$ cat src/rtl/sfr_pkg.sv
// Shared types and codes for the sync frame receiver.
// Depends on nothing; used by every module under rtl.
package sfr_pkg;

  localparam int unsigned ByteW  = 8;
  localparam int unsigned EventW = 3;
  localparam int unsigned LimitW = 9;
  localparam int unsigned StatW  = 32;
  localparam int unsigned CfgIdxW = 3;

  // Result event codes
  typedef enum logic [EventW-1:0] {
    EV_NONE    = 3'd0,
    EV_HEADER  = 3'd1,
    EV_PAYLOAD = 3'd2,
    EV_GOOD    = 3'd3,
    EV_SUMERR  = 3'd4,
    EV_DIRERR  = 3'd5,
    EV_LENERR  = 3'd6
  } sfr_event_t;

  // Configuration register indexes
  localparam logic [CfgIdxW-1:0] REG_SYNC0     = 3'd0;
  localparam logic [CfgIdxW-1:0] REG_SYNC1     = 3'd1;
  localparam logic [CfgIdxW-1:0] REG_SYNC2     = 3'd2;
  localparam logic [CfgIdxW-1:0] REG_SYNC3     = 3'd3;
  localparam logic [CfgIdxW-1:0] REG_DIRECTION = 3'd4;
  localparam logic [CfgIdxW-1:0] REG_LEN_LIMIT = 3'd5;

  typedef struct packed {
    logic [3:0][ByteW-1:0] sync_byte;
    logic [ByteW-1:0]      accepted_direction;
    logic [LimitW-1:0]     length_limit;
  } sfr_cfg_t;

  // Packed so that the first field sits in the highest bits
  typedef struct packed {
    logic [StatW-1:0] frames_lost;
    logic [StatW-1:0] frames_good;
    logic [StatW-1:0] headers_seen;
    logic [ByteW-1:0] frame_ident;
    logic [ByteW-1:0] frame_length;
    logic [ByteW-1:0] byte_index;
    logic [ByteW-1:0] data_byte;
    sfr_event_t       event_res;
  } sfr_result_t;

  localparam int unsigned ResultW = $bits(sfr_result_t);
  localparam int unsigned OutDataW = ((ResultW + 7) / 8) * 8;

endpackage

$ cat src/rtl/sfr_core.sv
// Sync matcher and frame parser: holds the framing state and forms one result per byte.
// Depends on sfr_pkg.
module sfr_core #(
  parameter int unsigned COUNTER_WIDTH = 32
) (
  input  logic                     clk,
  input  logic                     rst,
  input  logic                     accept,
  input  logic [sfr_pkg::ByteW-1:0] rx_byte,
  input  sfr_pkg::sfr_cfg_t        cfg,
  output sfr_pkg::sfr_result_t     result
);

  typedef enum logic [2:0] {
    PH_IDLE = 3'd0,
    PH_LEN  = 3'd1,
    PH_ID   = 3'd2,
    PH_DIR  = 3'd3,
    PH_BODY = 3'd4
  } phase_t;

  phase_t                    phase, phase_next;
  logic [1:0]                match_stage, match_stage_next;
  logic [sfr_pkg::ByteW-1:0] payload_count, payload_count_next;
  logic [sfr_pkg::ByteW-1:0] length_held, length_held_next;
  logic [sfr_pkg::ByteW-1:0] ident_held, ident_held_next;
  logic [sfr_pkg::ByteW-1:0] direction_held, direction_held_next;
  logic [sfr_pkg::ByteW-1:0] running_sum, running_sum_next;
  logic [COUNTER_WIDTH-1:0]  header_counter, header_counter_next;
  logic [COUNTER_WIDTH-1:0]  good_counter, good_counter_next;
  logic [COUNTER_WIDTH-1:0]  lost_snapshot, lost_snapshot_next;
  sfr_pkg::sfr_event_t       ev;
  logic [sfr_pkg::ByteW-1:0] out_data, out_index;
  logic                      sync_hit;

  always_comb begin
    match_stage_next    = match_stage;
    phase_next          = phase;
    payload_count_next  = payload_count;
    length_held_next    = length_held;
    ident_held_next     = ident_held;
    direction_held_next = direction_held;
    running_sum_next    = running_sum;
    header_counter_next = header_counter;
    good_counter_next   = good_counter;
    lost_snapshot_next  = lost_snapshot;
    ev                  = sfr_pkg::EV_NONE;
    out_data            = '0;
    out_index           = '0;
    sync_hit            = 1'b0;

    // Sync matcher runs on every byte
    if (rx_byte == cfg.sync_byte[match_stage]) begin
      if (match_stage == 2'd3) begin
        sync_hit = 1'b1;
        match_stage_next = 2'd0;
      end else begin
        match_stage_next = match_stage + 2'd1;
      end
    end else if (match_stage != 2'd0 && rx_byte == cfg.sync_byte[0]) begin
      match_stage_next = 2'd1;
    end else begin
      match_stage_next = 2'd0;
    end

    if (sync_hit) begin
      // Restart framing, drop any partial frame silently
      phase_next          = PH_LEN;
      payload_count_next  = '0;
      header_counter_next = header_counter + 1'b1;
      ev                  = sfr_pkg::EV_HEADER;
    end else begin
      unique case (phase)
        PH_LEN: begin
          length_held_next = rx_byte;
          running_sum_next = rx_byte;
          phase_next       = PH_ID;
        end
        PH_ID: begin
          ident_held_next  = rx_byte;
          running_sum_next = running_sum + rx_byte;
          phase_next       = PH_DIR;
        end
        PH_DIR: begin
          direction_held_next = rx_byte;
          running_sum_next    = running_sum + rx_byte;
          payload_count_next  = '0;
          phase_next          = PH_BODY;
        end
        PH_BODY: begin
          if (payload_count < length_held) begin
            running_sum_next   = running_sum + rx_byte;
            payload_count_next = payload_count + 1'b1;
            ev                 = sfr_pkg::EV_PAYLOAD;
            out_data           = rx_byte;
            out_index          = payload_count;
          end else begin
            payload_count_next = '0;
            phase_next         = PH_IDLE;
            // Checksum first, then direction, then length
            if (rx_byte != running_sum) begin
              ev = sfr_pkg::EV_SUMERR;
            end else if (direction_held != cfg.accepted_direction) begin
              ev = sfr_pkg::EV_DIRERR;
            end else if ({1'b0, length_held} < cfg.length_limit) begin
              ev                 = sfr_pkg::EV_GOOD;
              good_counter_next  = good_counter + 1'b1;
              lost_snapshot_next = header_counter - (good_counter + 1'b1);
            end else begin
              ev = sfr_pkg::EV_LENERR;
            end
          end
        end
        default: phase_next = PH_IDLE;
      endcase
    end
  end

  always_comb begin
    result.event_res    = ev;
    result.data_byte    = out_data;
    result.byte_index   = out_index;
    result.frame_length = length_held_next;
    result.frame_ident  = ident_held_next;
    result.headers_seen = sfr_pkg::StatW'(header_counter_next);
    result.frames_good  = sfr_pkg::StatW'(good_counter_next);
    result.frames_lost  = sfr_pkg::StatW'(lost_snapshot_next);
  end

  always_ff @(posedge clk) begin
    if (rst) begin
      phase          <= PH_IDLE;
      match_stage    <= '0;
      payload_count  <= '0;
      length_held    <= '0;
      ident_held     <= '0;
      direction_held <= '0;
      running_sum    <= '0;
      header_counter <= '0;
      good_counter   <= '0;
      lost_snapshot  <= '0;
    end else if (accept) begin
      phase          <= phase_next;
      match_stage    <= match_stage_next;
      payload_count  <= payload_count_next;
      length_held    <= length_held_next;
      ident_held     <= ident_held_next;
      direction_held <= direction_held_next;
      running_sum    <= running_sum_next;
      header_counter <= header_counter_next;
      good_counter   <= good_counter_next;
      lost_snapshot  <= lost_snapshot_next;
    end
  end

endmodule

$ cat src/rtl/sfr_out_buf.sv
// Output register with a skid entry, so input ready never waits on output ready.
// Depends on sfr_pkg.
module sfr_out_buf (
  input  logic                 clk,
  input  logic                 rst,
  input  logic                 in_valid,
  output logic                 in_ready,
  input  sfr_pkg::sfr_result_t in_data,
  output logic                 out_valid,
  input  logic                 out_ready,
  output sfr_pkg::sfr_result_t out_data
);

  logic                 skid_valid;
  sfr_pkg::sfr_result_t skid_data;

  assign in_ready = !skid_valid;

  always_ff @(posedge clk) begin
    if (rst) begin
      out_valid  <= 1'b0;
      skid_valid <= 1'b0;
    end else if (!out_valid || out_ready) begin
      if (skid_valid) begin
        out_data   <= skid_data;
        out_valid  <= 1'b1;
        skid_valid <= 1'b0;
      end else begin
        out_valid <= in_valid;
        if (in_valid) begin
          out_data <= in_data;
        end
      end
    end else if (in_valid && in_ready) begin
      skid_data  <= in_data;
      skid_valid <= 1'b1;
    end
  end

endmodule

$ cat src/rtl/sync_frame_receiver_unit.sv
// Top level of the sync frame receiver: configuration registers, parser and output buffer.
// Depends on sfr_pkg, sfr_core and sfr_out_buf.
//
//  channel  | group                        | width | item
//  ---------+------------------------------+-------+---------------------------------
//  input    | s_tvalid/s_tready/s_tdata    | 8     | one received link byte
//  result   | m_tvalid/m_tready/m_tdata    | 136   | event, payload byte and counters
//  config   | cfg_valid/cfg_ready/cfg_*    | 3+9   | register index and write data
//
// One item enters per clock while s_tready is high; each byte yields exactly one result,
// shown on the next cycle when the output register is free, otherwise once the held
// results are taken. The rate is set by the parser update (running checksum, match stage).
// rst is synchronous: framing goes idle, counters and registers return to defaults.
// A stall on m_tready is absorbed by one skid entry; s_tready drops only when it fills.
// Configuration writes are always taken; cfg_ready is tied high.
module sync_frame_receiver_unit #(
  parameter int unsigned COUNTER_WIDTH = 32
) (
  input  logic                           clk,
  input  logic                           rst,
  // rx_byte [7:0]
  input  logic                           s_tvalid,
  output logic                           s_tready,
  input  logic [sfr_pkg::ByteW-1:0]      s_tdata,
  // event_res [2:0], data_byte [10:3], byte_index [18:11], frame_length [26:19],
  // frame_ident [34:27], headers_seen [66:35], frames_good [98:67],
  // frames_lost [130:99], zero fill [135:131]
  output logic                           m_tvalid,
  input  logic                           m_tready,
  output logic [sfr_pkg::OutDataW-1:0]   m_tdata,
  input  logic                           cfg_valid,
  output logic                           cfg_ready,
  input  logic [sfr_pkg::CfgIdxW-1:0]    cfg_index,
  input  logic [sfr_pkg::LimitW-1:0]     cfg_data
);

  sfr_pkg::sfr_cfg_t    cfg;
  sfr_pkg::sfr_result_t core_result;
  sfr_pkg::sfr_result_t out_result;
  logic                 in_accept;

  assign cfg_ready = 1'b1;
  assign in_accept = s_tvalid && s_tready;

  // Configuration registers; indexes past the list are dropped
  always_ff @(posedge clk) begin
    if (rst) begin
      cfg.sync_byte          <= '0;
      cfg.accepted_direction <= '0;
      cfg.length_limit       <= sfr_pkg::LimitW'(256);
    end else if (cfg_valid && cfg_ready) begin
      unique case (cfg_index)
        sfr_pkg::REG_SYNC0:     cfg.sync_byte[0] <= cfg_data[sfr_pkg::ByteW-1:0];
        sfr_pkg::REG_SYNC1:     cfg.sync_byte[1] <= cfg_data[sfr_pkg::ByteW-1:0];
        sfr_pkg::REG_SYNC2:     cfg.sync_byte[2] <= cfg_data[sfr_pkg::ByteW-1:0];
        sfr_pkg::REG_SYNC3:     cfg.sync_byte[3] <= cfg_data[sfr_pkg::ByteW-1:0];
        sfr_pkg::REG_DIRECTION: cfg.accepted_direction <= cfg_data[sfr_pkg::ByteW-1:0];
        sfr_pkg::REG_LEN_LIMIT: cfg.length_limit <= cfg_data;
        default: ;
      endcase
    end
  end

  // Parser: state advances only on an accepted item
  sfr_core #(
    .COUNTER_WIDTH(COUNTER_WIDTH)
  ) u_core (
    .clk    (clk),
    .rst    (rst),
    .accept (in_accept),
    .rx_byte(s_tdata),
    .cfg    (cfg),
    .result (core_result)
  );

  // Hold the result until taken; a second result waits in the skid entry
  sfr_out_buf u_out (
    .clk      (clk),
    .rst      (rst),
    .in_valid (in_accept),
    .in_ready (s_tready),
    .in_data  (core_result),
    .out_valid(m_tvalid),
    .out_ready(m_tready),
    .out_data (out_result)
  );

  assign m_tdata = {(sfr_pkg::OutDataW - sfr_pkg::ResultW)'(0), out_result};

  // After an accepted item, a result is always valid on the next cycle
  assert property (@(posedge clk) disable iff (rst)
    in_accept |=> m_tvalid)
    else $error("accepted item produced no result");

  // Input is refused only while a result is held
  assert property (@(posedge clk) disable iff (rst)
    !s_tready |-> m_tvalid)
    else $error("input stalled with output empty");

  // A payload index always lies inside the frame length
  assert property (@(posedge clk) disable iff (rst)
    m_tvalid && out_result.event_res == sfr_pkg::EV_PAYLOAD |->
      out_result.byte_index < out_result.frame_length)
    else $error("payload index beyond frame length");

endmodule
$ cat config.mk
export PLATFORM = sky130hd
export DESIGN_NAME = sync_frame_receiver_unit
export DESIGN_NICKNAME = d
export VERILOG_FILES = /design/src/rtl/sfr_pkg.sv /design/src/rtl/sfr_core.sv /design/src/rtl/sfr_out_buf.sv /design/src/rtl/sync_frame_receiver_unit.sv
export SDC_FILE = /design/constraint.sdc
export NUM_CORES = 1
export LEC_CHECK = 0
export ABC_AREA = 1
export BUFFER_PORTS_ARGS = -buffer_cell sky130_fd_sc_hd__buf_4
export CORE_MARGIN = 2
export CORE_UTILIZATION = 35
export CTS_BUF_LIST = sky130_fd_sc_hd__clkbuf_8
export DETAILED_ROUTE_END_ITERATION = 8
export SYNTH_ARGS = -nofsm -noshare
export SYNTH_HDL_FRONTEND = slang
export SYNTH_HIERARCHICAL = 1
export SYNTH_SLANG_ARGS = --single-unit
$ cat constraint.sdc
create_clock -name clk -period 9.8 [get_ports clk]
set_clock_uncertainty 0.05 [all_clocks]
set_input_delay 0 -clock clk [delete_from_list [all_inputs] [get_ports clk]]
set_output_delay 0 -clock clk [all_outputs]
set_load 0.01 [all_outputs]
* After elaboration in Yosys (flattened, before gate mapping)
Index checks and enable logic that the tools add are counted.
** Cells by class
- Add/sub/neg operators :: 6
- Order comparisons :: 3
- Eq/ne operators :: 16
- Multiplexer cells :: 47
- Bitwise logic cells :: 3
- Reduce and logical (&&, ||, !) cells :: 25
** Operator list (number)
- $mux 32 :: 13
- $mux 131 :: 2
- $mux 8 :: 14
- $add 32x1->32 const B :: 2
- $sub 32x32->32 :: 1
- $mux 3 :: 8
- $pmux 8 s3 :: 1
- $bmux 8 s2 :: 1
- $eq 8x8->1 :: 2
- $ne 8x8->1 :: 2
- $pmux 8 s2 :: 1
- $reduce_and 2->1 :: 8
- $eq 3x2->1 const B :: 4
- $pmux 3 s4 :: 1
- $eq 3x3->1 const B :: 3
- $lt 8x9->1 :: 1
- $reduce_and 3->1 :: 3
- $add 8x1->8 const B :: 1
- $add 8x8->8 :: 1
- $lt 8x8->1 :: 1
- $eq 3x1->1 const B :: 2
- $reduce_bool 3->1 :: 2
- $mux 1 :: 4
- $mux 2 :: 2
- other kinds (13) :: 20
** Storage, ports and cells
- Flip-flop bits (word level) :: 454
- Output and inout bits :: 139

* Longest topological paths before layout
- Depth after elaboration :: 10
- Depth in mapped cells :: 24
- Mapped depth without buffers :: 24

* By module
Netlist, hierarchy kept.
** By module, submodules not included
- sfr_core :: times used 1, cells an instance 2135, area each 12280.5 µm², sequential area each 2822.7 µm²
- sfr_out_buf :: times used 1, cells an instance 698, area each 9639.2 µm², sequential area each 7907.6 µm²
- sync_frame_receiver_unit :: times used 1, cells an instance 296, area each 2011.9 µm², sequential area each 980.9 µm²

* Worst setup path after synthesis
No wires, ideal clock.
- Path kind :: flip-flop to flip-flop
- From :: register u_out.skid_valid
- To :: register u_out/out_data[0] (netlist name), enable pin
- Arrival :: 6.399 ns
- Setup slack :: 2.728 ns
- Cell stages (with the launch flop) :: 8
- Path buffers :: 2
- Clock period less this slack :: 7.072 ns
- Cell sequence :: dfxtp_1 > buf_4 > inv_4 > buf_2 > nand2_1 > inv_1 > o21ai_0 > nor2_1
** Between the ends
- Longest elaborated chain between the ends :: 4
** RTL lines
- start, declared :: line sfr_out_buf.sv:14 : logic skid_valid;
- start signal, assigned :: line sfr_out_buf.sv:22 : skid_valid <= 1'b0;
- start signal, assigned :: line sfr_out_buf.sv:27 : skid_valid <= 1'b0;
- start signal, assigned :: line sfr_out_buf.sv:36 : skid_valid <= 1'b1;
- $logic_not 1->1 :: line sfr_out_buf.sv:17 : assign in_ready = !skid_valid;
- net s_tready :: line sync_frame_receiver_unit.sv:23 : output logic s_tready,
- $logic_and 1x1->1 :: line sync_frame_receiver_unit.sv:43 : assign in_accept = s_tvalid && s_tready;
- net in_accept :: line sync_frame_receiver_unit.sv:40 : logic in_accept;
- $reduce_bool 2->1 (no line)
- $reduce_and 3->1 (no line)
- end signal, assigned :: line sfr_out_buf.sv:25 : out_data <= skid_data;
- end signal, assigned :: line sfr_out_buf.sv:31 : out_data <= in_data;
- end, declared :: line sfr_out_buf.sv:11 : output sfr_pkg::sfr_result_t out_data
The timed path passes the listed nets, and every way through them passes these cells.
A chain may end at the register's enable or synchronous reset.

* Worst setup path in the final report
- From :: register u_out.skid_valid
- To :: register u_out/out_data[62] (netlist name), enable pin
** Between the ends
- Longest elaborated chain between the ends :: 4
** RTL lines (line)
- $logic_not 1->1 :: sfr_out_buf.sv:17
- $logic_and 1x1->1 :: sync_frame_receiver_unit.sv:43
- net in_accept :: sync_frame_receiver_unit.sv:40
- $reduce_bool 2->1 (no line)
- $reduce_and 3->1 (no line)
The timed path passes the listed nets, and every way through them passes these cells.

==> results.json <==
{
  "synth_seq_cells": 454,
  "grt_util_all_layers": 0.1989,
  "swShare": 0.2916,
  "cap_violations": 0,
  "antenna_found_initial": 1,
  "seq_power_share": 0.476,
  "cp-endpoint": "u_out/out_data[62]$_DFFE_PP_",
  "drv_slew": 0,
  "drive_gt1_frac": 0.1054,
  "viasPerCell": 4.813,
  "die_h_um": 265.5,
  "cts_resized": 0,
  "fillers": 6854,
  "gp_congestion": 1.003,
  "ys_top_cells_by_count": "nand2_1 (1054), inv_1 (348), nor2_1 (341)",
  "r2r_end": "u_out/out_data[62]$_DFFE_PP_",
  "pwr_density_cell_nw_per_um2": 165.2,
  "status": "finished clean",
  "synth.yosys.seq_area_share": 0.4894,
  "multiInputGateArea_um2": 10270,
  "internal-power_w": 0.003241,
  "synth_fa_ha_area_frac": 0.02049,
  "startpoint": "u_out/skid_valid$_SDFFE_PP0P_",
  "synthCells": 3129,
  "use_met3": 0.03333,
  "postRouteAntennaNets": 0,
  "clockPowerShare": 0.379,
  "port_buffers": 157,
  "path_cells": "inv_4, nand2_1, inv_2, buf_4, o21ai_0, nor2_4, buf_4, buf_4",
  "grt_max_degree": 109,
  "grt_pass1_wl_um": 109700,
  "synth_flop_cell": "edfxtp_1",
  "rr_startpoint": "u_out/skid_valid$_SDFFE_PP0P_",
  "async_flop_share": 0,
  "cts.sinks": 454,
  "coreArea_um2": 67400,
  "start_util": 0.3551,
  "rsz0062_at_grt": "no",
  "fin_tns_setup_ns": 0,
  "ys_types": 51,
  "clock_path_buffers": 3,
  "seq_area_um2": 11720,
  "startpoint_type": "register",
  "synth_mux_area_frac": 0,
  "setup_viol": 0,
  "synthXorXnorAreaFrac": 0.03001,
  "route.detailed.drc": 0,
  "p_leak_nw": 12.63,
  "cp_max_fo": 63,
  "critPathMostFrequentCell": "buf_4",
  "first_iter_violations": 1596,
  "max_slew_margin": 0.2387,
  "arrival_ns": 4.67,
  "max_freq_ghz": 0.2252,
  "root_buffer": "clkbuf_8",
  "rr_worst_depth": 8,
  "vias": 20470,
  "p_switching_w": 0.001334,
  "fin_crit_ns": 4.440,
  "reg2reg_slack_ns": 5.36,
  "io_pins": 164,
  "hp-class": "input port to register",
  "synth_top_area_frac": 0.3287,
  "fp.dieW_um": 265.5,
  "synth_top_family_by_area": "simple AND/OR/NAND/NOR gates",
  "synth_edf_count": 262,
  "overflow": 0,
  "die_area_um2": 70480,
  "cp.depth": 8,
  "place_hpwl_um": 50470,
  "post-route-period-util": 0.4531,
  "path_clk_slew_ns": 0.06,
  "slowest_stage": "buf_4",
  "whs_ns": 0.1532,
  "synth_top_area_cell": "edfxtp_1",
  "busiest_layer": "met2",
  "wl_per_cell_um": 16.71,
  "synth-compound-area-share": 0.07628,
  "htree_levels": 3,
  "finalHoldViolations": 0,
  "nNetsFinal": 3375,
  "grt_pass1_vias": 19110,
  "cts_tree": "done",
  "synth-simple-area-share": 0.3007,
  "ys_top_cells_by_area": "edfxtp_1 (33%), nand2_1 (17%), dfxtp_1 (16%)",
  "use_met1": 0.2633,
  "required_ns": 10.03,
  "cts_setup_buffers": 0,
  "pwr-share-comb": 0.145,
  "ys_warn_count": 6,
  "tightest_slew_ns": 1.136,
  "avgSynthCellArea_um2": 7.648,
  "grtUsageMet2": 0.3293,
  "critPathCaptureType": "register",
  "cp_num_buf_inv": 5,
  "row_count": 95,
  "slowest_delay_ns": 0.75,
  "first_pass_iters": 6,
  "vdd_drop_max_mv": 0.09382,
  "cts_buffers": 81,
  "critPathTopFamily": "buffers and inverters",
  "yosys.cell_count.top_type": "nand2_1",
  "clock_latency_ns": 0.70,
  "area_growth_pct": 15.69,
  "wirelength_um": 71060,
  "path_class": "register to register",
  "synth_area_um2": 23930
}
## routing by layer
layer / vias to the layer above / routed length [um]
met2: 574 / 33350
met3: 125 / 3578
met1: 9345 / 32050
met4: 0 / 2078
li1: 10420 / -
met5: - / 0
## flip-flops by register name, indices dropped and copies added (netlist names)
name / flops
cfg: 49
u_core/direction_held: 8
u_core/good_counter: 32
u_core/header_counter: 32
u_core/ident_held: 8
u_core/length_held: 8
u_core/lost_snapshot: 32
u_core/match_stage: 2
u_core/payload_count: 8
u_core/phase: 3
u_core/running_sum: 8
u_out/out_data: 131
u_out/out_valid: 1
u_out/skid_data: 131
u_out/skid_valid: 1
## through the flow
stage / total power, W / instances / cell area [um^2] / setup WS (ns) / utilization
6_report: 0.004575 / 4252 / 27690 / 5.360 / 0.4108
5_1_grt: 0.004797 / 4252 / 27690 / 4.976 / 0.4108
4_1_cts: 0.004631 / 4250 / 27680 / 5.144 / 0.4107
3_5_place_dp: 0.002866 / 4063 / 25730 / 5.212 / 0.3818
3_3_place_gp: 0.002861 / 4063 / 25730 / 5.172 / 0.3818
2_1_floorplan: 0.002644 / 3133 / 23950 / 2.728 / -
## worst min-delay path by stage
stage / endpoint / start / cells past startpoint
detailed placement: cfg[8]$_SDFFE_PP1P_ / cfg_data[8] / 3
floorplan: cfg[8]$_SDFFE_PP1P_ / cfg_data[8] / 2
finish: u_core/running_sum[0]$_SDFFE_PP0P_ / s_tdata[0] / 4
global route: u_core/direction_held[5]$_SDFFE_PP0P_ / s_tdata[5] / 4
global placement: cfg[8]$_SDFFE_PP1P_ / cfg_data[8] / 3
CTS: u_core/running_sum[0]$_SDFFE_PP0P_ / s_tdata[0] / 4
## cell usage in the layout (no fill, tap or decap), types with 3 or more instances in the layout
master            n
a211oi_1          4
a21oi_1         123
a31oi_1           5
buf_4           173
bufinv_16         4
clkbuf_8         84
clkinv_1         14
clkinv_2         11
conb_1            6
dfxtp_1         191
dlygate4sd3_1    39
edfxtp_1        262
ha_1             36
inv_1           375
inv_2            10
inv_6             4
nand2_1        1054
nand2_2          11
nand3_1         219
nand3_2           7
nand3b_1          4
nand4_1          32
nor2_1          339
nor2_2            9
nor2_4            7
nor3_1           22
nor4_1            7
o21a_1            3
o21ai_0         132
o21ai_1          58
o21ai_2          14
or2_2             6
xnor2_1          14
xor2_1           68
## timing repair
action,4_1_cts,5_1_grt
hold buffers,39,0
endpoints found under the hold margin,156,0
endpoints found under the setup margin,0,0
## power by group through the flow
| stage | registers (W) | logic [W] | clock network, W |
|---|---|---|---|
| after floorplan | 0.00221 | 0.000431 | 0 |
| after global placement | 0.00222 | 0.000642 | 0 |
| after detailed placement | 0.00222 | 0.000647 | 0 |
| after CTS | 0.00218 | 0.000661 | 0.00179 |
| after global routing | 0.00219 | 0.000742 | 0.00187 |
| final | 0.00218 | 0.000661 | 0.00173 |
## logic make-up (layout without fill, tap and decap cells)
group	Yosys count	in the layout
other	2	8
XOR/XNOR	82	82
AND/OR/NAND/NOR	1732	1732
adder cells (fa/ha/maj)	38	38
buffers and inverters	475	719
flip-flops	454	454
AO/OA/AOI/OAI	346	346
## area by class of cell
class / instances / area share
clock inverters: 64 / 0.01469
well taps: 873 / 0.03945
clock buffers: 84 / 0.04176
diodes: 2 / 0.0001808
multi-input cells: 2204 / 0.3709
inverters: 359 / 0.04890
flip-flops and latches: 454 / 0.4231
repair buffers: 212 / 0.06101
## tightest hold or removal path, cell delays in order
cell and delay (ns):
dlygate4sd3_1 0.53, buf_4 0.17, nand2_1 0.07, a31oi_1 0.07
No activity file was read; power rests on OpenSTA's default activity.
